==> config.mk <==
export PLATFORM = sky130hd
export DESIGN_NAME = pta_ram
export DESIGN_NICKNAME = d
export VERILOG_FILES = /design/src/hw/rtl/pta_ram.sv
export SDC_FILE = /design/constraint.sdc
export NUM_CORES = 2
export LEC_CHECK = 0
export BUFFER_PORTS_ARGS = -buffer_cell sky130_fd_sc_hd__buf_2
export CORE_UTILIZATION = 31
export CTS_CLUSTER_SIZE = 10
export DETAILED_ROUTE_END_ITERATION = 8
export MAX_ROUTING_LAYER = met4
export SYNTH_ARGS = -nofsm -noshare
export SYNTH_HDL_FRONTEND = slang
export SYNTH_SLANG_ARGS = --single-unit
export TNS_END_PERCENT = 20
==> constraint.sdc <==
create_clock -name clk_i -period 5.6 [get_ports clk_i]
set_clock_uncertainty 0.15 [all_clocks]
set_input_delay 1.12 -clock clk_i [delete_from_list [all_inputs] [get_ports clk_i]]
set_output_delay 1.12 -clock clk_i [all_outputs]
set_load 0.05 [all_outputs]
==> src/hw/rtl/pta_ram.sv <==
// Generic simple dual-port RAM: one write port, one read port, registered read.
// No dependencies.
module pta_ram #(
  parameter int unsigned Width = 8,
  parameter int unsigned Depth = 256
) (
  input  logic                                    clk_i,
  input  logic                                    we_i,
  input  logic [(Depth > 1 ? $clog2(Depth) : 1)-1:0] waddr_i,
  input  logic [Width-1:0]                        wdata_i,
  input  logic                                    re_i,
  input  logic [(Depth > 1 ? $clog2(Depth) : 1)-1:0] raddr_i,
  output logic [Width-1:0]                        rdata_o
);

  logic [Width-1:0] mem_q [Depth];
  logic [Width-1:0] rdata_q;

  // write port
  always_ff @(posedge clk_i) begin
    if (we_i) begin
      mem_q[waddr_i] <= wdata_i;
    end
  end

  // registered read port
  always_ff @(posedge clk_i) begin
    if (re_i) begin
      rdata_q <= mem_q[raddr_i];
    end
  end

  assign rdata_o = rdata_q;

endmodule

==> metrics.txt <==
slowest cell on the critical path nor4_1; VDD IR max between 200 and 300 uV; CP max FO 37; postcts setup bufs 0; first-pass GRT wire length a little under 300 mm; sequential-to-total area share from yosys stat 77.53%; pin count of the biggest net entering global routing around 150; reg-to-reg startpoint mem_q[81][3]$_DFFE_PP_; Die H ~510 um; TritonCTS clock tree done; worst rel slew slack -3.545%; Num CTS Buffers approximately 230; die area around 0.26 sq mm; drt pass-1 iters 7; Synth Warn # 0; Tot GR Track Use between 15 and 20%; Yosys top cell by area edfxtp_1; initial drt markers 4360; number of global-route vias before repair between 30000 and 40000; leakage power around 0.027 uW; outcome finished, violations left; Layout area overhead 13.09%; Worst R2R Setup Slack roughly 2300 ps; Post-synth EDFFs roughly 2000; Power per Cell Area between 300 and 400 mW/mm^2; Setup TNS Final 0 ps; end of the worst register-to-register path rdata_o[3]$_DFFE_PP_; # nets final ~3900; clk buf depth 3; post_cts resized 0; cts-stage hold buffer count 0; Async S/R FF share, synth 0%; measured slew at the worst slew-check pin between 1500 and 2000 ps; final hold violation count 0; layout cells sized above 1 approximately 23%; via count about 39000; clock root buffer clkbuf_16; Post-Syn Area 0.07964 sq mm; synthesized flop and latch total between 2000 and 2500; clock share of power about two fifths; clk_lat worst skew 860 ps; switching share of power a little over a fifth; share of the synthesized area in the top cell type around 78%; CTS clock-pin slew for the worst setup and hold paths ~60 ps; core box area approximately 0.25 sq mm; maxcap violations 1; hold crit path type input port to flop; sequential share of power a little over half; row cnt approximately 190; NetSw between 6000 and 7000 uW; Synth area leaders edfxtp_1, mux4_2, mux2i_1, nor2_1, a22oi_1; routed vias/inst approximately 5.3; Syn Nets roughly 3800; pre-CTS WS 692.9 ps; Routed WL roughly 200 mm; I/O pin cnt 35; combinational share of power under 10%; crit path buf inv count 3; post-synthesis area per instance 21.33 sq um; antenna-violating nets left 0; # clock sinks between 2000 and 2500; Hold Path Stages 1; min setup slack post-route 1462 ps; Pint around 25000 uW; CP peak stage delay around 1200 ps; most used cell, CP buf_12; crit path capture rdata_o[6]$_DFFE_PP_; Crit Path Class input port to flop; Max Clock Freq roughly 0.24 GHz; fin area roughly 0.090 sq mm; Critical Path Sink Type flop; number of fill cells in the layout between 20000 and 25000; FF-to-FF path depth 6; drt wl/cell between 20 and 30 um; H-tree depth 4; final worst path period share 73.89%; # port buffers 34; initial antenna violation count 17; Top Family by Delay on Critical Path simple AND/OR/NAND/NOR gates; Area after DPL approximately 0.084 sq mm; max-slew violations 2; Placer Congestion around 0.84; Commonest cells post-synth edfxtp_1, mux4_2, nor2_1; detailed placer's ending HPWL 123.0 mm; RSZ-0062 raised after global routing false; crit path from raddr_i[0]; Die Wd slightly above 500 um; fin crit period between 4000 and 5000 ps; DR DRC count 0; CP Depth 8; Final setup viols 0; Initial Utilization ~31%; critical path cell sequence buf_8 -> buf_12 -> buf_12 -> mux4_2 -> a22oi_1 -> a21oi_1 -> nor4_1 -> nor4_2; Required @ worst endpoint approximately 6000 ps; Syn Inst Count 3733; grt ovf 0; post-synth cell types 54; top_reg_cell synth edfxtp_1; crit start category input port; most instantiated library cell after synthesis edfxtp_1; crit path DAT 4530 ps; failing checks capacitance limit, slew limit
area by class of cell:
type	count	area [sq um]	area share [%]
repair buffers	163	1569	1.742
diodes	9	22.52	0.02501
well taps	3366	4212	4.676
inverters	2	7.507	0.008336
flip-flops and latches	2056	61740	68.55
multi-input cells	1442	16510	18.33
clock inverters	18	270.3	0.3001
clock buffers	240	5729	6.361
sequential cells by signal (all words and copies together), names as in the netlist:
register  cells
rdata_o       8
mem_q      2048
power groups by stage:
stage / logic (uW) / registers (uW) / clock network (uW)
2_1_floorplan: 824 / 17300 / 0
3_3_place_gp: 1560 / 17300 / 0
3_5_place_dp: 1580 / 17300 / 0
4_1_cts: 1590 / 17000 / 12900
5_1_grt: 1650 / 17000 / 13500
6_report: 1570 / 17000 / 12800
layout by cell type (no fill, tap or decap), drive strengths merged, types with 4 or more instances in the layout:
master,Yosys,layout
a2111oi,5,5
buf,122,163
a22o,8,8
clkinv,1,9
or2,4,4
a22oi,133,133
nor2,282,282
nand2b,8,8
a221oi,14,14
a211oi,16,16
nor2b,31,31
diode,0,9
nor3,22,22
o211ai,10,10
mux4,456,456
a21oi,96,96
o22ai,28,28
clkbuf,111,240
o221ai,47,47
mux2i,134,134
and2,6,6
o21ai,12,12
o32ai,5,5
inv,1,10
nand4,10,10
nand3,34,34
o22a,5,5
edfxtp,2056,2056
nor4,27,27
nand2,33,33
worst min path at each step:
stage / startpoint / end / slack [ps]
after floorplan: mem_q[40][3]$_DFFE_PP_ / rdata_o[3]$_DFFE_PP_ / 710
after global placement: mem_q[40][3]$_DFFE_PP_ / rdata_o[3]$_DFFE_PP_ / 960
after detailed placement: mem_q[32][5]$_DFFE_PP_ / rdata_o[5]$_DFFE_PP_ / 980
after CTS: re_i / rdata_o[2]$_DFFE_PP_ / 560
after global routing: re_i / rdata_o[3]$_DFFE_PP_ / 560
final: re_i / rdata_o[2]$_DFFE_PP_ / 590
stage by stage:
step / util [%] / total power, uW / hold slack, ps / cells
floorplan: - / 18160 / 714.2 / 3733
global placement: 32.97 / 18880 / 960.5 / 7028
detailed placement: 32.98 / 18900 / 983.7 / 7029
CTS: 35.33 / 31540 / 557.7 / 7287
global route: 35.34 / 32140 / 556.3 / 7294
finish: 35.34 / 31340 / 593.7 / 7296
routing by layer:
layer	GRT usage (%)	up-vias	routed length (um)
met2	24.37	1539	95590
met4	5.158	0	6300
met3	3.836	325	15740
met5	-	-	0
met1	21.05	20848	84610
li1	-	15929	-
logic make-up after synthesis:
kind of cell    synth area share [%]
compound gates                 3.416
mux                            14.60
buf+inv                        1.829
simple gates                   2.625
flops                          77.53
(Power assumes the default switching activity.)
